### src/sv/tpr_pkg.sv
`default_nettype none

package tpr_pkg;

	localparam int ADC_BITS   = 12;
	localparam int TIME_BITS  = 32;
	localparam int POS_BITS   = 16;
	localparam int RATE_BITS  = 32;
	localparam int FAIL_BITS  = 14;
	localparam int FS_BITS    = 14;
	localparam int US_BITS    = 20;
	localparam int CFG_IDX_BITS  = 2;
	localparam int CFG_DATA_BITS = (ADC_BITS > FAIL_BITS) ? ADC_BITS : FAIL_BITS;

	// full scale and microseconds per second
	localparam logic [FS_BITS-1:0] FULL_SCALE = FS_BITS'(10000);
	localparam logic [US_BITS-1:0] US_PER_S   = US_BITS'(1000000);

	// shared divider: widest numerator is |delta| * 1e6
	localparam int NUM1_BITS  = ADC_BITS + FS_BITS;
	localparam int DIV_N_BITS = POS_BITS + US_BITS;
	localparam int DIV_D_BITS = TIME_BITS;
	localparam int DIV_SHIFT1 = DIV_N_BITS - NUM1_BITS;
	localparam int CNT_BITS   = $clog2(DIV_N_BITS + 1);

	localparam int STEP_BITS = 3;

	typedef logic [STEP_BITS-1:0] step_t;

	localparam step_t ST_WAIT  = 3'd0;
	localparam step_t ST_PREP1 = 3'd1;
	localparam step_t ST_DIV1  = 3'd2;
	localparam step_t ST_POS   = 3'd3;
	localparam step_t ST_PREP2 = 3'd4;
	localparam step_t ST_DIV2  = 3'd5;
	localparam step_t ST_EMIT  = 3'd6;
	localparam step_t ST_FAIL  = 3'd7;

	typedef enum logic [CFG_IDX_BITS-1:0] {
		REG_CLOSED = 2'd0,
		REG_OPEN   = 2'd1,
		REG_INVERT = 2'd2,
		REG_FAIL   = 2'd3
	} cfg_reg_t;

	typedef enum logic [2:0] {
		OP_NOP   = 3'd0,
		OP_LATCH = 3'd1,
		OP_PREP1 = 3'd2,
		OP_DIV   = 3'd3,
		OP_POS   = 3'd4,
		OP_PREP2 = 3'd5,
		OP_EMIT  = 3'd6,
		OP_FAIL  = 3'd7
	} op_t;

	typedef enum logic [2:0] {
		CND_NEVER    = 3'd0,
		CND_NO_REQ   = 3'd1,
		CND_CAL_BAD  = 3'd2,
		CND_DIV_MORE = 3'd3,
		CND_DT_ZERO  = 3'd4,
		CND_OUT_BUSY = 3'd5
	} cond_t;

	// hold: the op is suppressed while the condition is true
	typedef struct packed {
		op_t   op;
		cond_t cond;
		logic  hold;
		step_t jmp;
		step_t nxt;
	} uword_t;

	typedef struct packed {
		logic no_req;
		logic cal_bad;
		logic div_more;
		logic dt_zero;
		logic out_busy;
	} flags_t;

	typedef struct packed {
		logic load;
		logic step;
	} div_ctl_t;

	function automatic uword_t ucode(input step_t s);
		uword_t w;
		case (s)
			ST_WAIT:  w = '{OP_LATCH, CND_NO_REQ,   1'b1, ST_WAIT,  ST_PREP1};
			ST_PREP1: w = '{OP_PREP1, CND_CAL_BAD,  1'b0, ST_FAIL,  ST_DIV1};
			ST_DIV1:  w = '{OP_DIV,   CND_DIV_MORE, 1'b0, ST_DIV1,  ST_POS};
			ST_POS:   w = '{OP_POS,   CND_NEVER,    1'b0, ST_WAIT,  ST_PREP2};
			ST_PREP2: w = '{OP_PREP2, CND_DT_ZERO,  1'b0, ST_EMIT,  ST_DIV2};
			ST_DIV2:  w = '{OP_DIV,   CND_DIV_MORE, 1'b0, ST_DIV2,  ST_EMIT};
			ST_EMIT:  w = '{OP_EMIT,  CND_OUT_BUSY, 1'b1, ST_EMIT,  ST_WAIT};
			ST_FAIL:  w = '{OP_FAIL,  CND_OUT_BUSY, 1'b1, ST_FAIL,  ST_WAIT};
			default:  w = '{OP_NOP,   CND_NEVER,    1'b0, ST_WAIT,  ST_WAIT};
		endcase
		return w;
	endfunction

endpackage

`default_nettype wire

### src/sv/tpr_if.sv
`default_nettype none

interface tpr_in_if;
	logic                          valid;
	logic                          ready;
	logic [tpr_pkg::ADC_BITS-1:0]  adc_sample;
	logic [tpr_pkg::TIME_BITS-1:0] timestamp_us;

	modport source (output valid, adc_sample, timestamp_us, input ready);
	modport sink   (input valid, adc_sample, timestamp_us, output ready);
endinterface

interface tpr_out_if;
	logic                                 valid;
	logic                                 ready;
	logic signed [tpr_pkg::POS_BITS-1:0]  position;
	logic signed [tpr_pkg::RATE_BITS-1:0] rate;
	logic                                 sensor_error;

	modport source (output valid, position, rate, sensor_error, input ready);
	modport sink   (input valid, position, rate, sensor_error, output ready);
endinterface

`default_nettype wire

### src/sv/throttle_position_rate.sv
// a request runs two divisions on the shared divider: 26 quotient bits for the position, then 36 for the rate
// zero elapsed time skips the rate division
// one request in flight: the next is taken only after the last result is written; the divider is one-bit-per-cycle
// an uncalibrated request skips both divisions and gives the fail-safe value in position and rate
// a finished result waits in the output register while the next request is taken
// reset clears calibration registers, last position and last time to zero
`default_nettype none

module throttle_position_rate (
	input  wire logic                                clk,
	input  wire logic                                arst_n,
	input  wire logic                                cfg_we,
	input  wire logic [tpr_pkg::CFG_IDX_BITS-1:0]    cfg_index,
	input  wire logic [tpr_pkg::CFG_DATA_BITS-1:0]   cfg_data,
	tpr_in_if.sink                                   smp,
	tpr_out_if.source                                res
);

	// calibration registers
	logic [tpr_pkg::ADC_BITS-1:0]  closed_q;
	logic [tpr_pkg::ADC_BITS-1:0]  open_q;
	logic                          invert_q;
	logic [tpr_pkg::FAIL_BITS-1:0] fail_q;

	// request capture and kept state
	logic [tpr_pkg::ADC_BITS-1:0]  sample_q;
	logic [tpr_pkg::TIME_BITS-1:0] now_q;
	logic [tpr_pkg::POS_BITS-1:0]  last_pos_q;
	logic [tpr_pkg::TIME_BITS-1:0] last_time_q;

	// working registers between microcode steps
	logic                          sign1_q;
	logic [tpr_pkg::POS_BITS-1:0]  pos_q;
	logic [tpr_pkg::POS_BITS-1:0]  dmag_q;
	logic                          dsign_q;
	logic [tpr_pkg::TIME_BITS-1:0] dt_q;

	// output register
	logic                                 ov_q;
	logic signed [tpr_pkg::POS_BITS-1:0]  opos_q;
	logic signed [tpr_pkg::RATE_BITS-1:0] orate_q;
	logic                                 oerr_q;

	tpr_pkg::uword_t   uword;
	tpr_pkg::flags_t   flags;
	tpr_pkg::div_ctl_t div_ctl;
	logic              fire;
	logic              accept;
	logic              cal_bad;

	logic [tpr_pkg::DIV_N_BITS-1:0] div_quo;
	logic                           div_more;
	logic [tpr_pkg::DIV_N_BITS-1:0] ld_num;
	logic [tpr_pkg::DIV_D_BITS-1:0] ld_den;
	logic [tpr_pkg::CNT_BITS-1:0]   ld_cnt;

	// first division: (sample - lo) * full scale / (hi - lo), on magnitudes
	logic [tpr_pkg::ADC_BITS-1:0]  lo_c;
	logic [tpr_pkg::ADC_BITS-1:0]  hi_c;
	logic [tpr_pkg::ADC_BITS:0]    diff_c;
	logic [tpr_pkg::ADC_BITS:0]    span_c;
	logic [tpr_pkg::ADC_BITS-1:0]  diff_mag;
	logic [tpr_pkg::ADC_BITS-1:0]  span_mag;
	logic [tpr_pkg::NUM1_BITS-1:0] num1_c;

	// position and delta
	logic [tpr_pkg::NUM1_BITS-1:0] q1_c;
	logic [tpr_pkg::POS_BITS-1:0]  pos_c;
	logic [tpr_pkg::POS_BITS:0]    delta_c;
	logic [tpr_pkg::POS_BITS-1:0]  dmag_c;

	// second division: |delta| * 1e6 / dt
	logic [tpr_pkg::DIV_N_BITS-1:0] num2_c;
	logic [tpr_pkg::RATE_BITS-1:0]  rate_c;
	logic                           rate_big;

	localparam logic [tpr_pkg::NUM1_BITS-1:0] POS_NEG_LIM =
		tpr_pkg::NUM1_BITS'(1) << (tpr_pkg::POS_BITS - 1);
	localparam logic [tpr_pkg::NUM1_BITS-1:0] POS_POS_LIM = POS_NEG_LIM - 1'b1;
	localparam logic [tpr_pkg::DIV_N_BITS-1:0] RATE_LIM =
		tpr_pkg::DIV_N_BITS'(1) << (tpr_pkg::RATE_BITS - 1);
	localparam logic [tpr_pkg::POS_BITS-1:0]  POS_MAX  = {1'b0, {(tpr_pkg::POS_BITS-1){1'b1}}};
	localparam logic [tpr_pkg::POS_BITS-1:0]  POS_MIN  = {1'b1, {(tpr_pkg::POS_BITS-1){1'b0}}};
	localparam logic [tpr_pkg::RATE_BITS-1:0] RATE_MAX = {1'b0, {(tpr_pkg::RATE_BITS-1){1'b1}}};
	localparam logic [tpr_pkg::RATE_BITS-1:0] RATE_MIN = {1'b1, {(tpr_pkg::RATE_BITS-1){1'b0}}};

	// sequencer and shared divider
	tpr_seq u_seq (
		.clk    (clk),
		.arst_n (arst_n),
		.flags  (flags),
		.uword  (uword),
		.fire   (fire)
	);

	tpr_div u_div (
		.clk    (clk),
		.arst_n (arst_n),
		.ctl    (div_ctl),
		.ld_num (ld_num),
		.ld_den (ld_den),
		.ld_cnt (ld_cnt),
		.quo    (div_quo),
		.more   (div_more)
	);

	// handshakes
	assign smp.ready = (uword.op == tpr_pkg::OP_LATCH);
	assign accept    = smp.valid && smp.ready;

	assign res.valid        = ov_q;
	assign res.position     = opos_q;
	assign res.rate         = orate_q;
	assign res.sensor_error = oerr_q;

	// equal counts (zero included) mean no usable span
	assign cal_bad = (closed_q == open_q);

	assign flags.no_req   = !smp.valid;
	assign flags.cal_bad  = cal_bad;
	assign flags.div_more = div_more;
	assign flags.dt_zero  = (dt_q == '0);
	assign flags.out_busy = ov_q && !res.ready;

	// ends swapped when inverted
	always_comb begin
		lo_c     = invert_q ? open_q : closed_q;
		hi_c     = invert_q ? closed_q : open_q;
		diff_c   = {1'b0, sample_q} - {1'b0, lo_c};
		span_c   = {1'b0, hi_c} - {1'b0, lo_c};
		diff_mag = diff_c[tpr_pkg::ADC_BITS] ? tpr_pkg::ADC_BITS'(-diff_c)
		                                     : diff_c[tpr_pkg::ADC_BITS-1:0];
		span_mag = span_c[tpr_pkg::ADC_BITS] ? tpr_pkg::ADC_BITS'(-span_c)
		                                     : span_c[tpr_pkg::ADC_BITS-1:0];
		num1_c   = tpr_pkg::NUM1_BITS'(diff_mag * tpr_pkg::FULL_SCALE);
	end

	// saturate the truncated quotient, then difference against last position
	always_comb begin
		q1_c = div_quo[tpr_pkg::NUM1_BITS-1:0];
		if (sign1_q) begin
			pos_c = (q1_c > POS_NEG_LIM) ? POS_MIN
			                             : tpr_pkg::POS_BITS'(-q1_c[tpr_pkg::POS_BITS-1:0]);
		end else begin
			pos_c = (q1_c > POS_POS_LIM) ? POS_MAX : q1_c[tpr_pkg::POS_BITS-1:0];
		end
		delta_c = {pos_c[tpr_pkg::POS_BITS-1], pos_c}
		        - {last_pos_q[tpr_pkg::POS_BITS-1], last_pos_q};
		dmag_c  = delta_c[tpr_pkg::POS_BITS] ? tpr_pkg::POS_BITS'(-delta_c)
		                                     : delta_c[tpr_pkg::POS_BITS-1:0];
	end

	assign num2_c = tpr_pkg::DIV_N_BITS'(dmag_q * tpr_pkg::US_PER_S);

	// rate clamp: zero dt gives zero; magnitude of 2^31 or more saturates, sign restored last
	always_comb begin
		rate_big = (div_quo >= RATE_LIM);
		if (flags.dt_zero) begin
			rate_c = '0;
		end else if (dsign_q) begin
			rate_c = rate_big ? RATE_MIN
			                  : tpr_pkg::RATE_BITS'(-div_quo[tpr_pkg::RATE_BITS-1:0]);
		end else begin
			rate_c = rate_big ? RATE_MAX : div_quo[tpr_pkg::RATE_BITS-1:0];
		end
	end

	// divider loads and steps under microcode control
	always_comb begin
		div_ctl.load = 1'b0;
		div_ctl.step = 1'b0;
		ld_num       = {num1_c, {tpr_pkg::DIV_SHIFT1{1'b0}}};
		ld_den       = tpr_pkg::DIV_D_BITS'(span_mag);
		ld_cnt       = tpr_pkg::CNT_BITS'(tpr_pkg::NUM1_BITS);
		case (uword.op)
			tpr_pkg::OP_PREP1: begin
				div_ctl.load = 1'b1;
			end
			tpr_pkg::OP_PREP2: begin
				div_ctl.load = 1'b1;
				ld_num       = num2_c;
				ld_den       = dt_q;
				ld_cnt       = tpr_pkg::CNT_BITS'(tpr_pkg::DIV_N_BITS);
			end
			tpr_pkg::OP_DIV: begin
				div_ctl.step = 1'b1;
			end
			default: begin
				div_ctl.load = 1'b0;
			end
		endcase
	end

	// configuration writes
	always_ff @(posedge clk or negedge arst_n) begin
		if (!arst_n) begin
			closed_q <= '0;
			open_q   <= '0;
			invert_q <= 1'b0;
			fail_q   <= '0;
		end else if (cfg_we) begin
			case (tpr_pkg::cfg_reg_t'(cfg_index))
				tpr_pkg::REG_CLOSED: closed_q <= cfg_data[tpr_pkg::ADC_BITS-1:0];
				tpr_pkg::REG_OPEN:   open_q   <= cfg_data[tpr_pkg::ADC_BITS-1:0];
				tpr_pkg::REG_INVERT: invert_q <= cfg_data[0];
				tpr_pkg::REG_FAIL:   fail_q   <= cfg_data[tpr_pkg::FAIL_BITS-1:0];
				default:             fail_q   <= fail_q;
			endcase
		end
	end

	// kept position and time, touched only on a calibrated request
	always_ff @(posedge clk or negedge arst_n) begin
		if (!arst_n) begin
			last_pos_q  <= '0;
			last_time_q <= '0;
		end else if (uword.op == tpr_pkg::OP_POS) begin
			last_pos_q  <= pos_c;
			last_time_q <= now_q;
		end
	end

	// payload working registers
	always_ff @(posedge clk) begin
		if (accept) begin
			sample_q <= smp.adc_sample;
			now_q    <= smp.timestamp_us;
		end
		if (uword.op == tpr_pkg::OP_PREP1) begin
			sign1_q <= diff_c[tpr_pkg::ADC_BITS] ^ span_c[tpr_pkg::ADC_BITS];
		end
		if (uword.op == tpr_pkg::OP_POS) begin
			pos_q   <= pos_c;
			dmag_q  <= dmag_c;
			dsign_q <= delta_c[tpr_pkg::POS_BITS];
			dt_q    <= now_q - last_time_q;
		end
	end

	// output register: a new result wins over the take of the old one
	always_ff @(posedge clk or negedge arst_n) begin
		if (!arst_n) begin
			ov_q <= 1'b0;
		end else if (fire && (uword.op == tpr_pkg::OP_EMIT || uword.op == tpr_pkg::OP_FAIL)) begin
			ov_q <= 1'b1;
		end else if (res.ready) begin
			ov_q <= 1'b0;
		end
	end

	always_ff @(posedge clk) begin
		if (fire && uword.op == tpr_pkg::OP_EMIT) begin
			opos_q  <= pos_q;
			orate_q <= rate_c;
			oerr_q  <= 1'b0;
		end else if (fire && uword.op == tpr_pkg::OP_FAIL) begin
			opos_q  <= tpr_pkg::POS_BITS'(fail_q);
			orate_q <= tpr_pkg::RATE_BITS'(fail_q);
			oerr_q  <= 1'b1;
		end
	end

	// one request in flight at a time
	a_one_in_flight: assert property (@(posedge clk) disable iff (!arst_n)
		accept |=> !smp.ready)
		else $error("request taken while another is in flight");

	// fail-safe path leaves the kept state alone
	a_fail_keeps_state: assert property (@(posedge clk) disable iff (!arst_n)
		(fire && uword.op == tpr_pkg::OP_FAIL) |=> ($stable(last_pos_q) && $stable(last_time_q)))
		else $error("kept state changed on uncalibrated request");

	// an error result carries the fail-safe value in both fields
	a_fail_payload: assert property (@(posedge clk) disable iff (!arst_n)
		(res.valid && res.sensor_error) |->
		(res.position == $signed(tpr_pkg::POS_BITS'(fail_q)) &&
		 res.rate == $signed(tpr_pkg::RATE_BITS'(fail_q))))
		else $error("error result without fail-safe value");

	// a result is never written while the divider still has steps to run
	a_emit_after_div: assert property (@(posedge clk) disable iff (!arst_n)
		(uword.op == tpr_pkg::OP_EMIT && !flags.dt_zero) |-> !div_more)
		else $error("result emitted before division finished");

endmodule

`default_nettype wire

### src/sv/tpr_seq.sv
`default_nettype none

module tpr_seq (
	input  wire logic            clk,
	input  wire logic            arst_n,
	input  wire tpr_pkg::flags_t flags,
	output tpr_pkg::uword_t      uword,
	output logic                 fire
);

	tpr_pkg::step_t step_q;
	logic           cond_true;

	assign uword = tpr_pkg::ucode(step_q);

	always_comb begin
		case (uword.cond)
			tpr_pkg::CND_NEVER:    cond_true = 1'b0;
			tpr_pkg::CND_NO_REQ:   cond_true = flags.no_req;
			tpr_pkg::CND_CAL_BAD:  cond_true = flags.cal_bad;
			tpr_pkg::CND_DIV_MORE: cond_true = flags.div_more;
			tpr_pkg::CND_DT_ZERO:  cond_true = flags.dt_zero;
			tpr_pkg::CND_OUT_BUSY: cond_true = flags.out_busy;
			default:               cond_true = 1'b0;
		endcase
	end

	assign fire = !(uword.hold && cond_true);

	always_ff @(posedge clk or negedge arst_n) begin
		if (!arst_n) begin
			step_q <= tpr_pkg::ST_WAIT;
		end else begin
			step_q <= cond_true ? uword.jmp : uword.nxt;
		end
	end

endmodule

`default_nettype wire

### src/sv/tpr_div.sv
`default_nettype none

module tpr_div (
	input  wire logic                             clk,
	input  wire logic                             arst_n,
	input  wire tpr_pkg::div_ctl_t                ctl,
	input  wire logic [tpr_pkg::DIV_N_BITS-1:0]   ld_num,
	input  wire logic [tpr_pkg::DIV_D_BITS-1:0]   ld_den,
	input  wire logic [tpr_pkg::CNT_BITS-1:0]     ld_cnt,
	output logic [tpr_pkg::DIV_N_BITS-1:0]        quo,
	output logic                                  more
);

	// restoring divider, one quotient bit per step, numerator msb first
	logic [tpr_pkg::DIV_N_BITS-1:0] n_q;
	logic [tpr_pkg::DIV_D_BITS-1:0] d_q;
	logic [tpr_pkg::DIV_D_BITS-1:0] r_q;
	logic [tpr_pkg::DIV_N_BITS-1:0] q_q;
	logic [tpr_pkg::CNT_BITS-1:0]   cnt_q;
	logic [tpr_pkg::DIV_D_BITS:0]   r_sh;
	logic [tpr_pkg::DIV_D_BITS:0]   r_sub;
	logic                           q_bit;

	assign r_sh  = {r_q, n_q[tpr_pkg::DIV_N_BITS-1]};
	assign r_sub = r_sh - {1'b0, d_q};
	assign q_bit = !r_sub[tpr_pkg::DIV_D_BITS];

	assign quo  = q_q;
	assign more = (cnt_q > tpr_pkg::CNT_BITS'(1));

	always_ff @(posedge clk or negedge arst_n) begin
		if (!arst_n) begin
			cnt_q <= '0;
		end else if (ctl.load) begin
			cnt_q <= ld_cnt;
		end else if (ctl.step && cnt_q != '0) begin
			cnt_q <= cnt_q - 1'b1;
		end
	end

	always_ff @(posedge clk) begin
		if (ctl.load) begin
			n_q <= ld_num;
			d_q <= ld_den;
			r_q <= '0;
			q_q <= '0;
		end else if (ctl.step) begin
			n_q <= {n_q[tpr_pkg::DIV_N_BITS-2:0], 1'b0};
			r_q <= q_bit ? r_sub[tpr_pkg::DIV_D_BITS-1:0] : r_sh[tpr_pkg::DIV_D_BITS-1:0];
			q_q <= {q_q[tpr_pkg::DIV_N_BITS-2:0], q_bit};
		end
	end

endmodule

`default_nettype wire
### src/flat_wrapper.sv
// flat-port wrapper written by rule: the top's interface ports become plain ports
module throttle_position_rate_flat 
  (clk, arst_n, cfg_we, cfg_index, cfg_data, smp_valid, smp_adc_sample, smp_timestamp_us, smp_ready, res_valid, res_position, res_rate, res_sensor_error, res_ready);
  tpr_in_if smp_i ();
  tpr_out_if res_i ();
  input  wire logic clk;
  input  wire logic arst_n;
  input  wire logic cfg_we;
  input  wire logic [tpr_pkg::CFG_IDX_BITS-1:0] cfg_index;
  input  wire logic [tpr_pkg::CFG_DATA_BITS-1:0] cfg_data;
  input wire logic [$bits(smp_i.valid)-1:0] smp_valid;
  input wire logic [$bits(smp_i.adc_sample)-1:0] smp_adc_sample;
  input wire logic [$bits(smp_i.timestamp_us)-1:0] smp_timestamp_us;
  output wire logic [$bits(smp_i.ready)-1:0] smp_ready;
  output wire logic [$bits(res_i.valid)-1:0] res_valid;
  output wire logic [$bits(res_i.position)-1:0] res_position;
  output wire logic [$bits(res_i.rate)-1:0] res_rate;
  output wire logic [$bits(res_i.sensor_error)-1:0] res_sensor_error;
  input wire logic [$bits(res_i.ready)-1:0] res_ready;
  assign smp_i.valid = smp_valid;
  assign smp_i.adc_sample = smp_adc_sample;
  assign smp_i.timestamp_us = smp_timestamp_us;
  assign smp_ready = smp_i.ready;
  assign res_valid = res_i.valid;
  assign res_position = res_i.position;
  assign res_rate = res_i.rate;
  assign res_sensor_error = res_i.sensor_error;
  assign res_i.ready = res_ready;
  throttle_position_rate u_core (.clk(clk), .arst_n(arst_n), .cfg_we(cfg_we), .cfg_index(cfg_index), .cfg_data(cfg_data), .smp(smp_i), .res(res_i));
endmodule
### config.mk
export PLATFORM = sky130hd
export DESIGN_NAME = throttle_position_rate_flat
export DESIGN_NICKNAME = d
export VERILOG_FILES = /design/src/sv/tpr_pkg.sv /design/src/sv/tpr_if.sv /design/src/sv/throttle_position_rate.sv /design/src/sv/tpr_seq.sv /design/src/sv/tpr_div.sv /design/src/flat_wrapper.sv
export SDC_FILE = /design/constraint.sdc
export NUM_CORES = 1
export LEC_CHECK = 0
export ABC_AREA = 0
export CAP_MARGIN = 10
export CORE_MARGIN = 2
export CORE_UTILIZATION = 55
export CTS_BUF_LIST = sky130_fd_sc_hd__clkbuf_16
export DETAILED_ROUTE_END_ITERATION = 16
export DONT_BUFFER_PORTS = 1
export HOLD_SLACK_MARGIN = 0.05
export PLACE_DENSITY = 0.71
export SLEW_MARGIN = 10
export SYNTH_ARGS = -nofsm -noshare
export SYNTH_HDL_FRONTEND = slang
export SYNTH_SLANG_ARGS = --single-unit
### constraint.sdc
create_clock -name clk -period 14.44 [get_ports clk]
set_clock_uncertainty 0.15 [all_clocks]
set_input_delay 1.444 -clock clk [delete_from_list [all_inputs] [get_ports clk]]
set_output_delay 1.444 -clock clk [all_outputs]
set_load 0.005 [all_outputs]
# Word level (Yosys, flattened, before mapping)
# Memories as Yosys holds them, arrays and structs flattened.
# Index checks and enable logic that the tools add are counted.
classes:
  n_addsub: 11
  multipliers: 2
  magnitude_cmp: 4
  n_eq_ne: 16
  n_mux: 30
  n_bitwise: 1
  reduce_logical: 24
op_table:
  columns: ["operator", "count"]
  rows:
  - ["32-bit two-way mux", 7]
  - ["36-bit two-way mux", 3]
  - ["16-bit two-way mux", 6]
  - ["12-bit two-way mux", 5]
  - ["36-bit by 32-bit >= comparator with 1-bit output (second input constant)", 1]
  - ["33-bit by 32-bit subtractor with 33-bit output", 1]
  - ["32-bit logical NOT", 1]
  - ["16-bit negation", 2]
  - ["32-bit negation", 1]
  - ["32-bit subtractor", 1]
  - ["16-bit by 14-bit multiplier with 30-bit output (second input constant)", 1]
  - ["26-bit by 15-bit > comparator with 1-bit output (second input constant)", 1]
  - ["26-bit by 16-bit > comparator with 1-bit output (second input constant)", 1]
  - ["12-bit by 12-bit subtractor with 13-bit output", 2]
  - ["12-bit negation", 2]
  - ["12-bit by 10-bit multiplier with 22-bit output (second input constant)", 1]
  - ["3-bit == test (second input constant)", 6]
  - ["6-bit two-way mux", 3]
  - ["16-bit by 16-bit subtractor with 17-bit output", 1]
  - ["12-bit == test", 1]
  - ["3-bit by 2-bit == test with 1-bit output (second input constant)", 4]
  - ["2-bit AND reduction", 4]
  - ["2-bit nonzero test", 4]
  - ["1-bit logical AND", 7]
  - ["14 further kinds", 22]
word_totals:
  regBits: 392
  romBits: 104
  in_bits: 65
  out_inout_bits: 51
  elab_cells: 113
  memories: 1
memory_table:
  columns: ["memory", "words", "width", "read_ports", "rd_ports_with_merged_regs", "wr", "line_no", "source"]
  rows:
  - ["(no name shown)", 8, 13, 1, 0, 0, "tpr_pkg.sv:90", "case (s)"]

# Longest topological paths before layout
depth:
  depth_word: 8
  ltp_mapped: 39
  ltp_nobuf: 34

# By module
# From an unflattened synthesis, not the netlist that was laid out.
unflattened:
  hier_cells: 2873
  hier_area_um2: 28200.8
by_module_without_submodules:
  columns: ["mod", "n_inst", "cells_per_inst", "area_each_um2", "seq_area_each_um2"]
  rows:
  - ["throttle_position_rate", 1, 2110, 20439.6, 6966.7]
  - ["tpr_div", 1, 722, 7382.1, 3553.4]
  - ["tpr_seq", 1, 41, 379.1, 75.1]

# Least setup slack after synthesis
# No wires, ideal clock.
synth_path:
  kind: "register to register"
  startpoint: "reg u_core.invert_q"
  endpoint: "reg u_core.u_div.n_q[33] in the netlist's numbering, data pin"
  setup_time_ns: 0.270
  t_arrival_ns: 8.123
  t_required_ns: 14.020
  path_slack_ns: 5.897
  path_stages_with_launch: 38
  n_path_buf: 5
  synth_period_minus_slack_ns: 8.543
  path_cell_list: "dfrtp_1 -> clkbuf_1 -> clkbuf_1 -> clkbuf_1 -> buf_1 -> nand2_1 -> nand2_1 -> ha_1 -> inv_1 -> fa_1 -> a21o_1 -> a21boi_0 -> o21ai_0 -> o41ai_1 -> o21a_1 -> clkbuf_1 -> nand2_1 -> xnor2_1 -> [2 not listed] -> inv_1 -> ha_1 -> ha_1 -> ha_1 -> inv_1 -> fa_1 -> inv_1 -> ha_1 -> and2_1 -> a311oi_1 -> o21ai_0 -> a41oi_1 -> nand2b_1 -> a31oi_1 -> xor2_1 -> nor2_1 -> a211oi_1 -> a21oi_1"
synth_between:
  elab_chain_cells: 7
synth_lines:
  columns: ["item", "line_no", "source"]
  rows:
  - ["from (decl)", "throttle_position_rate.sv:22", "logic invert_q;"]
  - ["from (signal assigned)", "throttle_position_rate.sv:205", "tpr_pkg::REG_INVERT: invert_q <= cfg_data[0];"]
  - ["12-bit two-way mux (*)", "throttle_position_rate.sv:127", "lo_c = invert_q ? open_q : closed_q;"]
  - ["12-bit by 12-bit subtractor with 13-bit output (*)", "throttle_position_rate.sv:129", "diff_c = {1'b0, sample_q} - {1'b0, lo_c};"]
  - ["12-bit negation", "throttle_position_rate.sv:131", "diff_mag = diff_c[tpr_pkg::ADC_BITS] ? tpr_pkg::ADC_BITS'(-diff_c)"]
  - ["12-bit two-way mux (*)", "throttle_position_rate.sv:131", null]
  - ["12-bit by 10-bit multiplier with 22-bit output (*)", "throttle_position_rate.sv:135", "num1_c = tpr_pkg::NUM1_BITS'(diff_mag * tpr_pkg::FULL_SCALE);"]
  - ["36-bit two-way mux (*)", "throttle_position_rate.sv:175", "case (uword.op)"]
  - ["36-bit two-way mux (*)", "tpr_div.sv:42", "if (ctl.load) begin"]
  - ["to (signal assigned)", "tpr_div.sv:43", "n_q <= ld_num;"]
  - ["to (signal assigned)", "tpr_div.sv:48", "n_q <= {n_q[tpr_pkg::DIV_N_BITS-2:0], 1'b0};"]
  - ["to (decl)", "tpr_div.sv:15", "logic [tpr_pkg::DIV_N_BITS-1:0] n_q;"]
# Every way passes the cells marked *; elsewhere a longest branch is shown, timed or not.
# A chain may end at the register's enable or synchronous reset.

# Final worst setup path
# Same ends and word-level chain as after synthesis.

==> impl_metrics.prom <==
# TYPE chip_impl_metric gauge
chip_impl_metric{name="crit_fanout",unit=""} 11
chip_impl_metric{name="tritoncts.num_buffers",unit=""} 44
chip_impl_metric{name="syn_avg_cell_area",unit="µm²"} 9.52
chip_impl_metric{name="routedWlPerCell",unit="µm"} 18.8
chip_impl_metric{name="share_of_the_cycle_needed_by_the_critical_path_after_routing",unit=""} 0.580
chip_impl_info{name="result_of_the_run",value="completed"} 1
chip_impl_metric{name="cts_max_level",unit=""} 2
chip_impl_metric{name="antenna_violating_nets_post_route",unit=""} 0
chip_impl_metric{name="worst_pin_slew",unit="ps"} 1150
chip_impl_metric{name="setup_total_negative_slack",unit="ps"} 0
chip_impl_metric{name="post-place-ws",unit="ps"} 6210
chip_impl_metric{name="synth_nets",unit=""} 3265
chip_impl_metric{name="setup_violations",unit=""} 0
chip_impl_metric{name="detailed_place_hpwl",unit="mm"} 49.0
chip_impl_info{name="critical_path_class",value="flip-flop to flip-flop"} 1
chip_impl_metric{name="starting_density",unit=""} 0.556
chip_impl_metric{name="numPortBuffers",unit=""} 0
chip_impl_info{name="worst_r2r_startpoint",value="u_core.invert_q"} 1
chip_impl_info{name="grt_setup_unrepaired",value="false"} 1
chip_impl_metric{name="cts_post_setup_buffers_inserted",unit=""} 0
chip_impl_metric{name="cts.hold.buffers_added",unit=""} 0
chip_impl_metric{name="proportion_of_synthesized_chip_area_in_sequential_cells",unit=""} 0.383
chip_impl_metric{name="layout_setup_ws",unit="ps"} 6060
chip_impl_metric{name="synth.distinct_cells",unit=""} 79
chip_impl_metric{name="die_w",unit="µm"} 226
chip_impl_metric{name="pin_count_of_the_biggest_net_entering_global_routing",unit=""} 101
chip_impl_metric{name="async_reset_ff_frac",unit=""} 0.251
chip_impl_info{name="synthDominantAreaCellType",value="edfxtp_1"} 1
chip_impl_metric{name="clock_insertion_delay_worst_skew",unit="ps"} 590
chip_impl_metric{name="synth_cells",unit=""} 2854
chip_impl_metric{name="routabilityCongestion",unit=""} 0.930
chip_impl_metric{name="drtPass1Iterations",unit=""} 6
chip_impl_metric{name="io_pins",unit=""} 116
chip_impl_info{name="timing.hold.worst.start",value="u_core.u_div.quo[35]"} 1
chip_impl_info{name="critical-path-slowest-cell",value="o41ai_1"} 1
chip_impl_info{name="timing.critical_path.from_type",value="flip-flop"} 1
chip_impl_info{name="hold_class",value="flip-flop to flip-flop"} 1
chip_impl_metric{name="flow.area_growth_from_synthesis",unit="%"} 8.30
chip_impl_metric{name="cts_num_sinks",unit=""} 386
chip_impl_info{name="dominantRegCellSynth",value="edfxtp_1"} 1
chip_impl_metric{name="detailroute.via_count",unit=""} 20800
chip_impl_info{name="clock-root-buffer",value="clkbuf_16"} 1
chip_impl_info{name="setup.worst_path.end_class",value="flip-flop"} 1
chip_impl_info{name="crit_start",value="u_core.invert_q"} 1
chip_impl_metric{name="finish.cell_count_without_fillers",unit=""} 3514
chip_impl_metric{name="drc",unit=""} 0
chip_impl_metric{name="num_antenna_cells",unit=""} 0
chip_impl_metric{name="cp_data_arrival_time",unit="ps"} 8510
chip_impl_metric{name="nets",unit=""} 3225
chip_impl_metric{name="finalMaxSlewViolations",unit=""} 0
chip_impl_metric{name="dieArea",unit="mm²"} 0.0512
chip_impl_info{name="synth.top_cells.by_count",value="nand2_1 (331), ha_1 (267), inv_1 (252), edfxtp_1 (220), o21ai_0 (217)"} 1
chip_impl_metric{name="finish.utilization",unit=""} 0.602
chip_impl_metric{name="share_of_layout_cells_above_drive_strength_1",unit=""} 0.0639
chip_impl_metric{name="worst_path_clk_slew",unit="ps"} 60
chip_impl_metric{name="route.detailed.vias_per_inst",unit=""} 5.92
chip_impl_metric{name="count_of_state_elements_after_synthesis",unit=""} 386
chip_impl_metric{name="slew_headroom",unit=""} 0.233
chip_impl_metric{name="achievable-frequency",unit="GHz"} 0.119
chip_impl_metric{name="mappedNetlistArea",unit="mm²"} 0.0272
chip_impl_metric{name="drt_first_iter_violations",unit=""} 1842
chip_impl_metric{name="core",unit="mm²"} 0.0488
chip_impl_metric{name="finalCriticalPeriod",unit="ps"} 8380
chip_impl_metric{name="ys_warn_count",unit=""} 0
chip_impl_info{name="tritoncts",value="done"} 1
chip_impl_metric{name="placed_cells_incl_taps",unit=""} 3432
chip_impl_metric{name="yosysTopAreaCellShare",unit=""} 0.243
chip_impl_metric{name="required",unit="ps"} 14570
chip_impl_metric{name="first_pass_grt_wire_length",unit="mm"} 106
chip_impl_info{name="cpLargestDelayFamily",value="compound AO/OA/AOI/OAI gates"} 1
chip_impl_metric{name="synth-edff-count",unit=""} 220
chip_impl_metric{name="global_route.usage.total",unit=""} 0.260
chip_impl_metric{name="globalRouteOverflowTotal",unit=""} 0
chip_impl_metric{name="report.final.hold_viol_count",unit=""} 0
chip_impl_metric{name="num_rows",unit=""} 81
chip_impl_metric{name="path_buf_inv",unit=""} 5
chip_impl_metric{name="postCtsResizedCells",unit=""} 0
chip_impl_info{name="synth.area.top_cells",value="edfxtp_1 (24%), ha_1 (12%), dfrtp_1 (8.9%)"} 1
chip_impl_metric{name="first_global_vias",unit=""} 20000
chip_impl_metric{name="finalWirelength",unit="mm"} 66.2
chip_impl_metric{name="maximum_clock_path_buffer_count",unit=""} 3
chip_impl_metric{name="worst_path_largest_cell_delay",unit="ps"} 550
chip_impl_metric{name="drv_cap",unit=""} 0
chip_impl_metric{name="die_h",unit="µm"} 226
chip_impl_metric{name="antenna_violations_before_repair",unit=""} 3
chip_impl_info{name="yosys.cell_count.top_type",value="nand2_1"} 1
## layout by cell type, fill, tap and decap left out, types with 23 or more instances in the layout
master / instances
a211oi_1: 39
a21o_1: 47
a21oi_1: 173
a31oi_1: 28
and2_1: 30
buf_4: 24
clkbuf_16: 45
dfrtp_1: 97
dfxtp_1: 69
edfxtp_1: 220
fa_1: 79
ha_1: 267
inv_1: 252
mux2_2: 48
nand2_1: 331
nand2b_1: 38
nand3_1: 66
nor2_1: 156
nor2b_1: 29
nor3_1: 62
o21ai_0: 216
or3_1: 23
xnor2_1: 117
xor2_1: 65
## logic make-up after synthesis
| kind of cell | Yosys count | share of synthesized area |
|---|---|---|
| buffers and inverters | 365 | 0.0507 |
| AO/OA/AOI/OAI | 685 | 0.157 |
| AND/OR/NAND/NOR | 826 | 0.143 |
| adder cells (fa/ha/maj) | 346 | 0.181 |
| flip-flops | 386 | 0.383 |
| multiplexers | 62 | 0.0251 |
| XOR/XNOR | 184 | 0.0593 |
## worst paths after layout
| kind | cells after the start | endpoint | slack [ps] |
|---|---|---|---|
| worst max-delay path | 32 | u_core.u_div.n_q[33] | 6060 |
| worst min-delay path | 2 | u_core.u_div.quo[35] | 310 |
| worst max register to register | 32 | u_core.u_div.n_q[33] | 6060 |
| worst min register to register | 2 | u_core.u_div.quo[35] | 310 |
| max in group asynchronous | 0 | u_core.closed_q[9] | 13500 |
| min in group asynchronous | 0 | u_core.last_time_q[30] | 410 |
## layer usage
| metal | up-vias | global-route usage | wire length [µm] |
|---|---|---|---|
| li1 | 10000 | - | - |
| met2 | 663 | 0.415 | 30300 |
| met3 | 118 | 0.0411 | 4190 |
| met4 | 2 | 0.0702 | 1640 |
| met1 | 10000 | 0.368 | 30000 |
| met5 | - | 0 | 11 |
## state kept, by name, indices dropped and copies added (netlist names), 30 cells and up
name,cells
u_core.u_div.n_q,30
u_core.u_div.d_q,32
u_core.u_div.quo,36
u_core.res.rate,32
u_core.now_q,32
u_core.u_div.r_q,32
u_core.last_time_q,32
u_core.dt_q,32
## tightest hold or removal path, stage by stage (launching register included)
cell,delay [ps]
dfxtp_1,310
nand2_1,50
a21oi_1,50
## stage by stage
stage          area (µm²)  hold slack (ps)
2_1_floorplan       27200              283
5_1_grt             29400              345
4_1_cts             29400              322
3_5_place_dp        27800              313
6_report            29400              314
3_3_place_gp        27800              293
## layout make-up
cell class,count,area (µm²)
Timing Repair Buffer,24,180
Fill cell,4168,19400
Clock inverter,37,467
Multi-Input combinational cell,2103,15400
Tap cell,664,831
Inverter,255,957
Clock buffer,45,1130
Sequential cell,386,10400
Power is left out: the tool's default activity adds up to more than one toggle a clock period on the data nets, which glitch-free logic cannot reach.
